**src/ipfct_pkg.sv**
```systemverilog
// Shared constants and item types for the IP filter connection tracker.
`default_nettype none

package ipfct_pkg;

	localparam int unsigned TableEntries = 1024;
	localparam int unsigned TableAw      = $clog2(TableEntries);
	localparam int unsigned CountW       = $clog2(TableEntries + 1);
	localparam int unsigned QueueDepth   = 2;
	localparam int unsigned QueueAw      = (QueueDepth > 1) ? $clog2(QueueDepth) : 1;
	localparam int unsigned QueueCw      = $clog2(QueueDepth + 1);
	localparam int unsigned PairW        = 64;

	typedef struct packed {
		logic [31:0] src_address;
		logic [31:0] dst_address;
	} packet_t;

	typedef struct packed {
		logic forward;
		logic new_connection;
		logic stored;
		logic table_full;
	} verdict_t;

	// One classified item waiting for the table lookup.
	typedef struct packed {
		logic        forward;
		logic [31:0] src_address;
		logic [31:0] dst_address;
	} job_t;

	typedef struct packed {
		logic queue_empty;
		logic queue_full;
		logic back_idle;
	} status_t;

endpackage

`default_nettype wire

```
**src/ipfct_queue.sv**
```systemverilog
// Short queue of classified items between the front and back ends.
`default_nettype none

module ipfct_queue (
	input  wire logic            clk,
	input  wire logic            arst_n,
	input  wire logic            push,
	input  wire ipfct_pkg::job_t push_job,
	input  wire logic            pop,
	output ipfct_pkg::job_t      pop_job,
	output logic                 empty,
	output logic                 full
);

	import ipfct_pkg::*;

	job_t               slot_q [QueueDepth];
	logic [QueueAw-1:0] wr_ptr_q;
	logic [QueueAw-1:0] rd_ptr_q;
	logic [QueueCw-1:0] count_q;

	function automatic logic [QueueAw-1:0] next_ptr(input logic [QueueAw-1:0] p);
		logic [QueueAw-1:0] r;
		if (p == QueueAw'(QueueDepth - 1)) begin
			r = '0;
		end else begin
			r = p + QueueAw'(1);
		end
		return r;
	endfunction

	assign empty   = (count_q == '0);
	assign full    = (count_q == QueueCw'(QueueDepth));
	assign pop_job = slot_q[rd_ptr_q];

	always_ff @(posedge clk) begin
		if (push) begin
			slot_q[wr_ptr_q] <= push_job;
		end
	end

	always_ff @(posedge clk or negedge arst_n) begin
		if (!arst_n) begin
			wr_ptr_q <= '0;
			rd_ptr_q <= '0;
			count_q  <= '0;
		end else begin
			if (push) begin
				wr_ptr_q <= next_ptr(wr_ptr_q);
			end
			if (pop) begin
				rd_ptr_q <= next_ptr(rd_ptr_q);
			end
			if (push && !pop) begin
				count_q <= count_q + QueueCw'(1);
			end else if (pop && !push) begin
				count_q <= count_q - QueueCw'(1);
			end
		end
	end

endmodule

`default_nettype wire

```
**config.mk**
```make
export PLATFORM = sky130hd
export DESIGN_NAME = ipfct_queue
export DESIGN_NICKNAME = d
export VERILOG_FILES = /design/src/ipfct_pkg.sv /design/src/ipfct_queue.sv
export SDC_FILE = /design/constraint.sdc
export NUM_CORES = 1
export LEC_CHECK = 0
export ABC_AREA = 1
export BUFFER_PORTS_ARGS = -buffer_cell sky130_fd_sc_hd__clkbuf_2
export CAP_MARGIN = 20
export CORE_MARGIN = 8
export CORE_UTILIZATION = 47
export CTS_CLUSTER_DIAMETER = 120
export DETAILED_ROUTE_END_ITERATION = 6
export GPL_TIMING_DRIVEN = 0
export PLACE_DENSITY_LB_ADDON = 0.15
export SLEW_MARGIN = 20
export SYNTH_ARGS = -nofsm -noshare
export SYNTH_HDL_FRONTEND = slang
export SYNTH_SLANG_ARGS = --single-unit
```
**constraint.sdc**
```tcl
create_clock -name clk -period 3.37 [get_ports clk]
set_input_delay 1.011 -clock clk [delete_from_list [all_inputs] [get_ports clk]]
set_output_delay 1.011 -clock clk [all_outputs]
set_load 0.05 [all_outputs]
```
==> impl_results.rst <==
.. list-table::
   :header-rows: 1

   * - Metric
     - Value
   * - Run status
     - completed
   * - Final number of hold-violating endpoints
     - 0
   * - Mean routed wirelength per cell
     - 16.4 microns
   * - Floorplan Core Area
     - approximately 0.011 sq mm
   * - Final Util
     - about three fifths
   * - First-pass GRT wire length
     - 14100 microns
   * - Number of placement rows
     - 38
   * - Clock network power share
     - 26.1%
   * - Sequential element share of the synthesized area
     - between 70% and 80%
   * - Measured slew at the worst slew-check pin
     - approximately 0.45 ns
   * - Crit-path max FO
     - 10
   * - Count of antenna diodes in the layout
     - 0
   * - Worst setup slack for register-to-register paths
     - 1.84 ns
   * - Layout-stage area growth over the synthesis result
     - 30.4%
   * - Hold buffer count at cts
     - 0
   * - Via count of the routed design
     - 2519
   * - Capture point of the worst path
     - pop_job[60]
   * - Crit path arrival time
     - 1.82 ns
   * - Reported max-cap violation count
     - 0
   * - Tot GR Track Use
     - 13.1%
   * - Root buf cell
     - sky130_fd_sc_hd__clkbuf_8
   * - Critical Setup Path Class
     - reg2out
   * - Rel. slew slack
     - 69.8%
   * - Share of power burned in combinational logic
     - 40.2%
   * - Worst setup path startpoint
     - rd_ptr_q$_DFFE_PN0P_
   * - Total half-perimeter wirelength after legalization and detailed placement
     - 6190 microns
   * - TritonCTS Buffers
     - 17
   * - Netlist area before placement
     - roughly 0.0051 sq mm
   * - Largest net degree at the start of global routing
     - 39
   * - Post-detailed-routing wire length
     - between 8000 and 9000 microns
   * - Global placer's final weighted congestion
     - 0.646
   * - Ys async rst share
     - 2.99%
   * - DRC violation total after the first TritonRoute iteration
     - 161
   * - Mean instance size in the synthesized netlist
     - around 22 sq um
   * - Synth Net Count
     - 297
   * - Ratio of total power to cell area
     - 1030 mW/mm^2
   * - Most used flip-flop cell after synthesis
     - sky130_fd_sc_hd__edfxtp_1
   * - Worst flop-to-flop path endpoint
     - slot_q[0][34]$_DFFE_PP_
   * - FF+latch count, synth
     - roughly 130
   * - Most numerous cell types in the synthesized netlist
     - sky130_fd_sc_hd__edfxtp_1 (130), sky130_fd_sc_hd__mux2_4 (40), sky130_fd_sc_hd__mux2_2 (25)
   * - Count of buffers added by post-CTS timing repair for setup
     - 0
   * - Via count of the first global-routing pass
     - 2804
   * - Worst hold path type
     - in2async
   * - Max Clock Freq
     - 353 MHz
   * - Peak ir drop on the vdd network
     - 527 uV
   * - Worst path setup slack after routing
     - 0.534 ns
   * - Post-Synthesis Cells
     - approximately 230
   * - Design internal power
     - 4.24 mW
   * - Area enclosed by the die boundary
     - 0.0143 sq mm
   * - Final TNS setup
     - 0 ns
   * - Count of different cell masters after synthesis
     - 14
   * - Vertical extent of the die
     - 120 microns
   * - Clock input transition at the sequential cells of the worst setup and hold paths
     - around 0.06 ns
   * - Share of the cycle needed by the critical path after routing
     - a little over four fifths
   * - Num Clock Sinks
     - between 100 and 150
   * - Switch share
     - 37.9%
   * - GR Overflow Total
     - 0
   * - DR vias/cell
     - 4.68
   * - Time the worst path needs with I/O delays and setup
     - 2.84 ns
   * - Grt met1 use
     - between 10% and 20%
   * - Number of remaining DRC errors
     - 0
   * - Setup repair after global routing missed its margin
     - no
   * - Flop pwr share
     - 33.7%
   * - EDFF count, synth
     - 130
   * - Worst-case clock buffer depth
     - 2
   * - Worst slack at placement
     - 1.05 ns
   * - Area share of the largest cell type after synthesis
     - between 70% and 80%
   * - Count of nets left with antenna violations after detail routing
     - 0
   * - Resized cells post-CTS
     - 0
   * - Crit path required time
     - 2.36 ns
   * - Largest cells by area after synthesis
     - sky130_fd_sc_hd__edfxtp_1 (77%), sky130_fd_sc_hd__mux2_4 (12%), sky130_fd_sc_hd__mux2_2 (5.6%)
   * - Sort of element at the start of the critical path
     - flip-flop
   * - Insertion delay of the later-clocked pin in the worst-skew pair
     - 0.51 ns
   * - Met3 Use GR
     - 6.95%
   * - Global routing usage on met2
     - 20.7%
   * - Horizontal extent of the die
     - 120 microns
   * - CTS tree
     - done
   * - Number of primary I/O pins
     - between 100 and 150
   * - Sort of element at the end of the critical path
     - primary output
   * - Cell with the most instances after synthesis
     - sky130_fd_sc_hd__edfxtp_1
   * - Post-synthesis cell type with the largest combined area
     - sky130_fd_sc_hd__edfxtp_1
   * - Antenna violations before repair
     - 0
   * - Layout cells sized above 1
     - 60.6%
   * - Post-Route Skew
     - around 0.005 ns
   * - Clock H-tree levels
     - 4
   * - P_sw
     - 2.59 mW
   * - Yosys warning count
     - 0
   * - Start of the worst register-to-register path
     - wr_ptr_q$_DFFE_PN0P_
   * - Cell depth of the worst flop-to-flop path
     - 3
   * - Initial standard-cell utilization of the core
     - between 40% and 50%
   * - Setup violation total in the final timing report
     - 0
   * - IO buf count
     - 135
   * - Final count of pins violating max slew
     - 0
   * - Nets
     - 455
   * - Number of iterations in the first detailed-routing pass
     - 6
   * - Leak
     - roughly 2.7 nW
   * - Total Power
     - between 6 and 7 mW
   * - Highest-utilization routing layer at the global route stage
     - met2
[layer usage]
metal	up-vias	wire length, microns
met3	14	861
met2	102	4310
li1	1205	-
met1	1198	3540
met4	0	134
met5	-	0
[logic make-up (layout without fill, tap and decap cells)]
family	count (synthesis)	count (layout)	synth area share, %
xor gates and xnor gates	3	3	0.520
adders and majority gates	1	1	0.247
buffers and inverters	14	185	1.83
DFF	134	134	79.1
muxes	65	65	17.4
and+or+nand+nor	10	10	0.816
[metrics by stage]
stage          cells  hold slack, ns  cell area (sq um)
6_report         538           0.294               6600
5_1_grt          538           0.266               6600
4_1_cts          538           0.266               6600
3_5_place_dp     506           0.522               6010
3_3_place_gp     502           0.485               5910
2_1_floorplan    227           0.463               5060
[critical path, cell delays in order, from the launching register on]
cell                       delay, ns
sky130_fd_sc_hd__dfrtp_1        0.37
sky130_fd_sc_hd__buf_6          0.18
sky130_fd_sc_hd__buf_6          0.20
sky130_fd_sc_hd__mux2_4         0.31
sky130_fd_sc_hd__clkbuf_2       0.25
[how the worst min path moves through the flow]
stage	to	slack, ns	cells after the start
3_5_place_dp	count_q[1]$_DFFE_PN0P_	0.52	2
4_1_cts	count_q[0]$_DFFE_PN0P_	0.27	1
2_1_floorplan	count_q[1]$_DFFE_PN0P_	0.46	2
5_1_grt	count_q[0]$_DFFE_PN0P_	0.27	1
3_3_place_gp	count_q[1]$_DFFE_PN0P_	0.48	2
6_report	count_q[0]$_DFFE_PN0P_	0.29	1
[cell usage in the layout (no fill, tap or decap)]
cell and count:
sky130_fd_sc_hd__buf_2 2, sky130_fd_sc_hd__nand4_1 1, sky130_fd_sc_hd__ha_1 1, sky130_fd_sc_hd__clkinv_2 4
sky130_fd_sc_hd__edfxtp_1 130, sky130_fd_sc_hd__inv_4 1, sky130_fd_sc_hd__xnor2_1 1, sky130_fd_sc_hd__bufinv_16 3
sky130_fd_sc_hd__nand3_1 1, sky130_fd_sc_hd__nor2_4 1, sky130_fd_sc_hd__dfrtp_1 4, sky130_fd_sc_hd__xor2_1 2
sky130_fd_sc_hd__buf_12 2, sky130_fd_sc_hd__inv_1 6, sky130_fd_sc_hd__buf_16 2, sky130_fd_sc_hd__clkbuf_2 135
sky130_fd_sc_hd__clkbuf_1 4, sky130_fd_sc_hd__clkbuf_8 3, sky130_fd_sc_hd__nand2_1 5, sky130_fd_sc_hd__clkinvlp_4 2
sky130_fd_sc_hd__mux2_2 25, sky130_fd_sc_hd__nor2_1 2, sky130_fd_sc_hd__clkbuf_16 16, sky130_fd_sc_hd__mux2_4 40
sky130_fd_sc_hd__buf_6 5
[registers in the layout, summed over array words and instances, names as in the netlist]
register,count
wr_ptr_q,1
rd_ptr_q,1
slot_q,130
count_q,2
[cell type report]
class | count | area [sq um]
Inverter | 7 | 28.8
Clock inverter | 9 | 125
Timing Repair Buffer | 139 | 771
Tap cell | 140 | 175
Multi-Input combinational cell | 79 | 970
Sequential cell | 134 | 4000
Fill cell | 825 | 4050
Buffer | 7 | 66.3
Clock buffer | 23 | 457
[power groups by stage]
stage	clock network, mW	logic, mW	registers [mW]
finish	1.78	2.75	2.30
global route	1.90	2.90	2.33
CTS	1.82	2.80	2.30
detailed placement	0	2.79	2.34
global placement	0	2.70	2.35
floorplan	0	2.19	2.33
No activity file was read; power rests on OpenSTA's default activity.
