## src/ipfct_pkg.sv

```systemverilog
// Shared constants and item types for the IP filter connection tracker.
`default_nettype none

package ipfct_pkg;

	localparam int unsigned TableEntries = 1024;
	localparam int unsigned TableAw      = $clog2(TableEntries);
	localparam int unsigned CountW       = $clog2(TableEntries + 1);
	localparam int unsigned QueueDepth   = 2;
	localparam int unsigned QueueAw      = (QueueDepth > 1) ? $clog2(QueueDepth) : 1;
	localparam int unsigned QueueCw      = $clog2(QueueDepth + 1);
	localparam int unsigned PairW        = 64;

	typedef struct packed {
		logic [31:0] src_address;
		logic [31:0] dst_address;
	} packet_t;

	typedef struct packed {
		logic forward;
		logic new_connection;
		logic stored;
		logic table_full;
	} verdict_t;

	// One classified item waiting for the table lookup.
	typedef struct packed {
		logic        forward;
		logic [31:0] src_address;
		logic [31:0] dst_address;
	} job_t;

	typedef struct packed {
		logic queue_empty;
		logic queue_full;
		logic back_idle;
	} status_t;

endpackage

`default_nettype wire

```

## src/ipfct_front.sv

```systemverilog
// Front end: watch address register, item acceptance and classification.
`default_nettype none

module ipfct_front (
	input  wire logic              clk,
	input  wire logic              arst_n,
	input  wire logic              start,
	output logic                   busy,
	input  wire ipfct_pkg::packet_t packet,
	input  wire logic              cfg_valid,
	output logic                   cfg_ready,
	input  wire logic [31:0]       cfg_data,
	input  wire ipfct_pkg::status_t status,
	output logic                   push,
	output ipfct_pkg::job_t        push_job
);

	import ipfct_pkg::*;

	logic [31:0] watch_q;

	always_ff @(posedge clk or negedge arst_n) begin
		if (!arst_n) begin
			watch_q <= '0;
		end else if (cfg_valid && cfg_ready) begin
			watch_q <= cfg_data;
		end
	end

	// The register may only change once everything downstream has drained.
	assign cfg_ready = status.queue_empty && status.back_idle;

	// No item is taken while a register write is offered, so an item is never
	// classified against a watch address that changes at the same edge.
	assign busy = status.queue_full || cfg_valid;
	assign push = start && !busy;

	assign push_job.forward     = (packet.src_address == watch_q) ||
	                              (packet.dst_address == watch_q);
	assign push_job.src_address = packet.src_address;
	assign push_job.dst_address = packet.dst_address;

endmodule

`default_nettype wire

```

## config.mk

```make
export PLATFORM = sky130hd
export DESIGN_NAME = ipfct_front
export DESIGN_NICKNAME = d
export VERILOG_FILES = /design/src/ipfct_pkg.sv /design/src/ipfct_front.sv
export SDC_FILE = /design/constraint.sdc
export NUM_CORES = 1
export LEC_CHECK = 0
export BUFFER_PORTS_ARGS = -buffer_cell sky130_fd_sc_hd__buf_2
export CORE_MARGIN = 5
export CORE_UTILIZATION = 35
export CTS_CLUSTER_SIZE = 16
export DETAILED_ROUTE_END_ITERATION = 16
export GPL_TIMING_DRIVEN = 0
export PLACE_DENSITY = 0.7
export SETUP_SLACK_MARGIN = 0.05
export SLEW_MARGIN = 25
export SYNTH_ARGS = -nofsm -noshare
export SYNTH_HDL_FRONTEND = slang
export SYNTH_SLANG_ARGS = --single-unit
```

## constraint.sdc

```tcl
create_clock -name clk -period 4 [get_ports clk]
set_clock_uncertainty 0.15 [all_clocks]
set_input_delay 0.4 -clock clk [delete_from_list [all_inputs] [get_ports clk]]
set_output_delay 0.4 -clock clk [all_outputs]
set_load 0.05 [all_outputs]
```

==> run metrics, run 1 <==
flops & latches, synth=32; number of standard cells in the final layout excluding fillers=between 400 and 500; most used flip-flop cell after synthesis=dfrtp_1; RePlAce Congestion=0.812; Root Buffer=clkbuf_8; setup repair after global routing missed its margin=no; cell types with the highest counts after synthesis=buf_4 (64), xor2_1 (64), dfrtp_1 (32), mux2_1 (18), nor4_1 (15); detailed-route wire length per cell=13.8 microns; remaining antenna violation count after routing=0; TritonCTS Buffers=5; final number of hold-violating endpoints=0; minimum setup slack in the final design=1.50 ns; Diodes inserted=0; largest fanout on the critical path=3; share of the synthesized area in the top cell type=0.334; vias per cell=4.28; Clock Latency Late Sink=0.27 ns; y dimension of the die=approximately 93 microns; Post-CTS Resized=0; crit path launch type=flip-flop; Horiz. Die Dim=92.8 microns; FMAX=401 MHz; Buffers on Ports=between 150 and 200; HPWL after detailed placement=5730 microns; pin count of the biggest net entering global routing=33; final setup violating endpoints=0; critical path required time=3.45 ns; fraction of layout cells with a size suffix above 1=0.654; TritonCTS clock tree=done; Worst setup EP type=output pin; count of unique library cells instantiated by Yosys=15; run status=complete, no violations; number of flip-flops under the largest register name=32; peak ir drop on the vdd network=between 100 and 150 uV; clock edge transition at the registers on the reported setup and hold paths=0.06 ns; global-route wire length before repair=10400 microns; arrival time at the worst endpoint=1.95 ns; total nets after synthesis=324; antenna violations before repair=0; Synth Area per Inst=10.9 sq um; slowest stage delay, CP=0.47 ns; Max-slew headroom=0.512; standard cell with the maximum stage delay on the critical path=nor4_1; number of placed instances with taps included=471; Post-CTS Setup Inserts=0; area growth from synthesis to final layout=43.4%; count of pins on the block boundary=171; Core Region=roughly 6700 sq um; setup tns final=0 ns; detailed-route via count=between 2000 and 2500; number of remaining DRC errors=0; clk buf depth=2; count of flip-flops with a built-in enable after synthesis=0; fin crit period=2.50 ns; critical path class=flip-flop to output pin; number of global-route vias before repair=about 2200; Yosys warnings=0; leading post-synthesis cells by cell area=dfrtp_1 (33%), xor2_1 (23%), buf_4 (20%); number of clock sinks seen by CTS=32; detailed router's first-iteration violation count=42; initial core utilization=0.357; FP Rows=30; gate count of the mapped netlist=221; hold-fix buffer count after cts=0; GRT Resource Usage Total=0.153; final layout net count=501; Post-Place Setup Slack=1.52 ns; R2R depth=1; Synth area leader=dfrtp_1; leakage power=around 0.0019 uW; portion of the post-synthesis area used by sequential elements=0.334; Die Footprint=8620 sq um; Synth Cell Area=2400 sq um; Worst Hold Class=primary input to asynchronous set/reset pin; routed wire length=6630 microns; detailed-router iteration count before antenna repair=2; worst-margin pin slew=about 0.73 ns; overflow left after global routing=0; MaxCap Viol Count=0; list of cells traversed by the critical path=xor2_1 > nor4_1 > nand4_1 > o22ai_1 > buf_2; count of pins over their slew limit=0; Top Registers=watch_q (32); asr flop ratio synth=1.00; final hold slack=0.0294 ns; post-route clock period utilization=0.624; ratio of total power to cell area=341 nW/um^2; register name with the most flops=watch_q; number of H-tree levels=2
[metrics by stage]
stage          instance area (sq um)   util  power, uW
6_report                        3440  0.512       1170
5_1_grt                         3440  0.512       1240
4_1_cts                         3440  0.512       1190
3_5_place_dp                    3350  0.499        934
3_3_place_gp                    3350  0.499        925
2_1_floorplan                   2400      -        784
[area by class of cell]
cell class,count,area (sq um)
tap,80,100
multi-input combinational,121,1080
buffer,67,514
clock buffer,8,90.1
timing repair buffer,170,851
inverter,1,3.75
fill,643,3280
sequential,32,801
[cell families (layout without fill, tap and decap cells)]
logic type	after synthesis	after routing	share of synthesized area
buffers and inverters	68	246	0.216
xor gates and xnor gates	64	64	0.233
muxes	32	32	0.150
DFF	32	32	0.334
and+or+nand+nor	24	24	0.0646
AOI/OAI and AO/OA	1	1	0.00261
[placed cells by master (no fill, tap or decap)]
| master | count |
|---|---|
| buf_2 | 170 |
| mux2_2 | 14 |
| clkbuf_8 | 6 |
| mux2_1 | 18 |
| nand4_1 | 4 |
| xor2_1 | 64 |
| inv_1 | 1 |
| clkbuf_1 | 2 |
| nor4_1 | 15 |
| nand2_2 | 1 |
| buf_4 | 64 |
| nor2_1 | 1 |
| or2_2 | 1 |
| o22ai_1 | 1 |
| nor4_2 | 1 |
| and2_2 | 1 |
| dfrtp_1 | 32 |
| buf_6 | 3 |
[metal layers]
| layer | vias up | track usage | routed length [microns] |
|---|---|---|---|
| met1 | 925 | 0.186 | 2690 |
| li1 | 1028 | - | - |
| met2 | 91 | 0.271 | 3360 |
| met3 | 7 | 0.0366 | 538 |
| met4 | 0 | 0.0366 | 48 |
| met5 | - | 0 | 0 |
[path summary, 6_finish.rpt]
kind / startpoint / end / slack (ns)
worst max-delay path: watch_q[18] / push_job[64] / 1.50
worst min-delay path: arst_n / watch_q[9] / 0.03
worst max register to register: watch_q[10] / watch_q[10] / 3.01
worst min register to register: watch_q[28] / watch_q[28] / 0.41
max in group asynchronous: arst_n / watch_q[11] / 3.20
min in group clk: cfg_data[27] / watch_q[27] / 0.18
[where the power goes]
group | internal (uW) | switching, uW
clock | 140 | 113
combinational | 207 | 261
sequential | 386 | 67.2
[critical path: cells and delay by family (launching register included)]
family                 cells  cell delay, ns
XOR/XNOR                   1            0.15
AO/OA/AOI/OAI              1            0.17
AND/OR/NAND/NOR            2            0.65
buffers and inverters      1            0.29
flip-flops                 1            0.41
Power figures use the tool's default switching activity.
==> inputs of run 2 (changes only) <==
PLACE_DENSITY = 0.73   (was 0.7)
clock period = 2.2 ns   (was 4 ns; I/O delays follow)
==> run metrics, run 2 (synthesized netlist as in run 1, its figures left out) <==
run status=complete, no violations; Post-Place Setup Slack=0.133 ns (-1.39 ns); R2R depth=1 (unchanged); final number of hold-violating endpoints=0 (unchanged); GRT Resource Usage Total=0.162 (+0.00870); number of standard cells in the final layout excluding fillers=496 (+3.5%); TritonCTS clock tree=done; MaxCap Viol Count=0 (unchanged); arrival time at the worst endpoint=1.78 ns (-0.17 ns); largest fanout on the critical path=3 (unchanged); register name with the most flops=watch_q; critical path required time=1.83 ns (-1.62 ns); final hold slack=0.0112 ns (-0.0182 ns); Worst Hold Class=primary input to flip-flop; number of remaining DRC errors=0 (unchanged); reg-to-reg critical path startpoint=watch_q[29]; Setup crit start=watch_q[4]; global-route wire length before repair=10900 microns (+5.5%); y dimension of the die=92.8 microns (unchanged); count of pins on the block boundary=171 (unchanged); clk buf depth=2 (unchanged); number of global-route vias before repair=2361 (+6.4%); Root Buffer=clkbuf_8; remaining antenna violation count after routing=0 (unchanged); number of clock sinks seen by CTS=32 (unchanged); final setup violating endpoints=0 (unchanged); FP Rows=30 (unchanged); Core Region=6720 sq um (unchanged); Die Footprint=8620 sq um (unchanged); Clock Latency Late Sink=0.28 ns (about the same); worst-margin pin slew=0.761 ns (+0.0292 ns); most common cell after layout, fill and taps aside=buf_2; number of placed instances with taps included=471 (unchanged); area growth from synthesis to final layout=52.5%; antenna violations before repair=0 (unchanged); Horiz. Die Dim=92.8 microns (unchanged); count of pins over their slew limit=0 (unchanged); ratio of total power to cell area=603 nW/um^2 (+77%); vias per cell=4.32 (+0.81%); pin count of the biggest net entering global routing=33 (unchanged); setup repair after global routing missed its margin=yes; Diodes inserted=0 (unchanged); count of buffer and inverter cells on the critical path=1 (unchanged); crit path launch type=flip-flop; detailed-route via count=2141 (+4.4%); power dissipated by switching net loads=843 uW (+91%); detailed-route wire length per cell=14.1 microns (+1.6%); Worst setup EP type=output pin; area of combinational cells with multiple inputs=1130 sq um (+4.6%); final layout net count=518 (+3.4%); FMAX=around 460 MHz; setup tns final=0 ns (unchanged); leakage power=0.00194 uW (+4.0%); fraction of layout cells with a size suffix above 1=0.649 (-0.00510); number of flip-flops under the largest register name=32 (unchanged); Internal Pwr Total=1360 uW (+86%); critical path class=flip-flop to output pin; Top Registers=watch_q (32); cell class contributing the biggest share of worst-path delay=simple AND/OR/NAND/NOR gates; critical register-to-register path endpoint=watch_q[29]; slowest stage delay, CP=0.40 ns (-0.07 ns); detailed router's first-iteration violation count=16 (-62%); fin crit period=2.15 ns; Max-slew headroom=0.493 (-0.0195); peak ir drop on the vdd network=266 uV (+83%); routed wire length=6980 microns (+5.2%); clock edge transition at the registers on the reported setup and hold paths=0.07 ns (about the same); commonest non-fill, non-tap cells in the layout=buf_2 (169), buf_4 (66), xor2_1 (64); HPWL after detailed placement=5850 microns (+2.0%); list of cells traversed by the critical path=xor2_1 > nor4_2 > nand4_1 > o22ai_1 > buf_4; storage element area=801 sq um (unchanged); standard cell with the maximum stage delay on the critical path=dfrtp_1; Critical path destination=push_job[64]; number of cells on the critical path=5 (unchanged); minimum setup slack in the final design=0.0473 ns (-1.46 ns); sequential fraction of design power=0.374 (-0.012); initial core utilization=0.357 (unchanged); detailed-router iteration count before antenna repair=4 (+2); post-route clock period utilization=0.979; number of H-tree levels=2 (unchanged); setup slack of the most critical reg-to-reg path=1.19 ns (-1.82 ns); combinational power share=0.412 (+0.013); TritonCTS Buffers=5 (unchanged); RePlAce Congestion=0.764 (-5.9%); overflow left after global routing=0 (unchanged); startpoint of the worst hold path=cfg_data[29]; clock group share of total power=0.213 (-0.003); Buffers on Ports=170 (unchanged); Switching Fraction=0.382 (+0.00634); number of inserted filler cells in the final layout=624 (-3.0%)
[run 2: repair_timing]
action / 4_1_cts / 5_1_grt
buffers inserted: 0 / 1
pin swaps: 3 / 5
endpoints found under the setup margin: 1 / 1
endpoints found under the hold margin: 47 / 0
gates resized for setup: 6 / 3
hold buffers: 16 / 0
[run 2: power groups by stage]
| stage | logic, uW | clock network [uW] | registers (uW) |
|---|---|---|---|
| after floorplan | 617 | 0 | 809 |
| after global placement | 846 | 0 | 833 |
| after detailed placement | 860 | 0 | 840 |
| after CTS | 907 | 491 | 829 |
| after global routing | 983 | 519 | 844 |
| final | 909 | 471 | 826 |
[run 2: worst min-delay path by stage]
stage                       end  depth (start not counted)  slack [ns]
detailed placement  watch_q[15]                          1        0.19
finish              watch_q[29]                          2        0.01
floorplan            watch_q[0]                          0       -0.23
global placement    watch_q[15]                          1        0.18
CTS                 watch_q[27]                          2       0.005
global route        watch_q[11]                          2        0.02
[run 2: metrics by stage]
stage | cell area (sq um) | power, uW | util
after floorplan | 2400 | 1430 | -
after global placement | 3350 | 1680 | 0.499
after detailed placement | 3350 | 1700 | 0.499
after CTS | 3640 | 2230 | 0.541
after global routing | 3660 | 2350 | 0.545
final | 3660 | 2210 | 0.545
[run 2: cell type report]
cell class              count  share of cell area
multi-input cells         121               0.309
repair buffers            187               0.279
flip-flops and latches     32               0.219
plain buffers              67               0.140
well taps                  80              0.0273
clock buffers               8              0.0246
inverters                   1             0.00102
[run 2: per-layer routing]
| layer | vias up | part of all wire | track usage |
|---|---|---|---|
| met1 | 969 | 0.39 | 0.193 |
| met5 | - | 0 | 0 |
| met4 | 0 | 0.018 | 0.0488 |
| li1 | 1068 | - | - |
| met3 | 9 | 0.077 | 0.0333 |
| met2 | 95 | 0.52 | 0.290 |
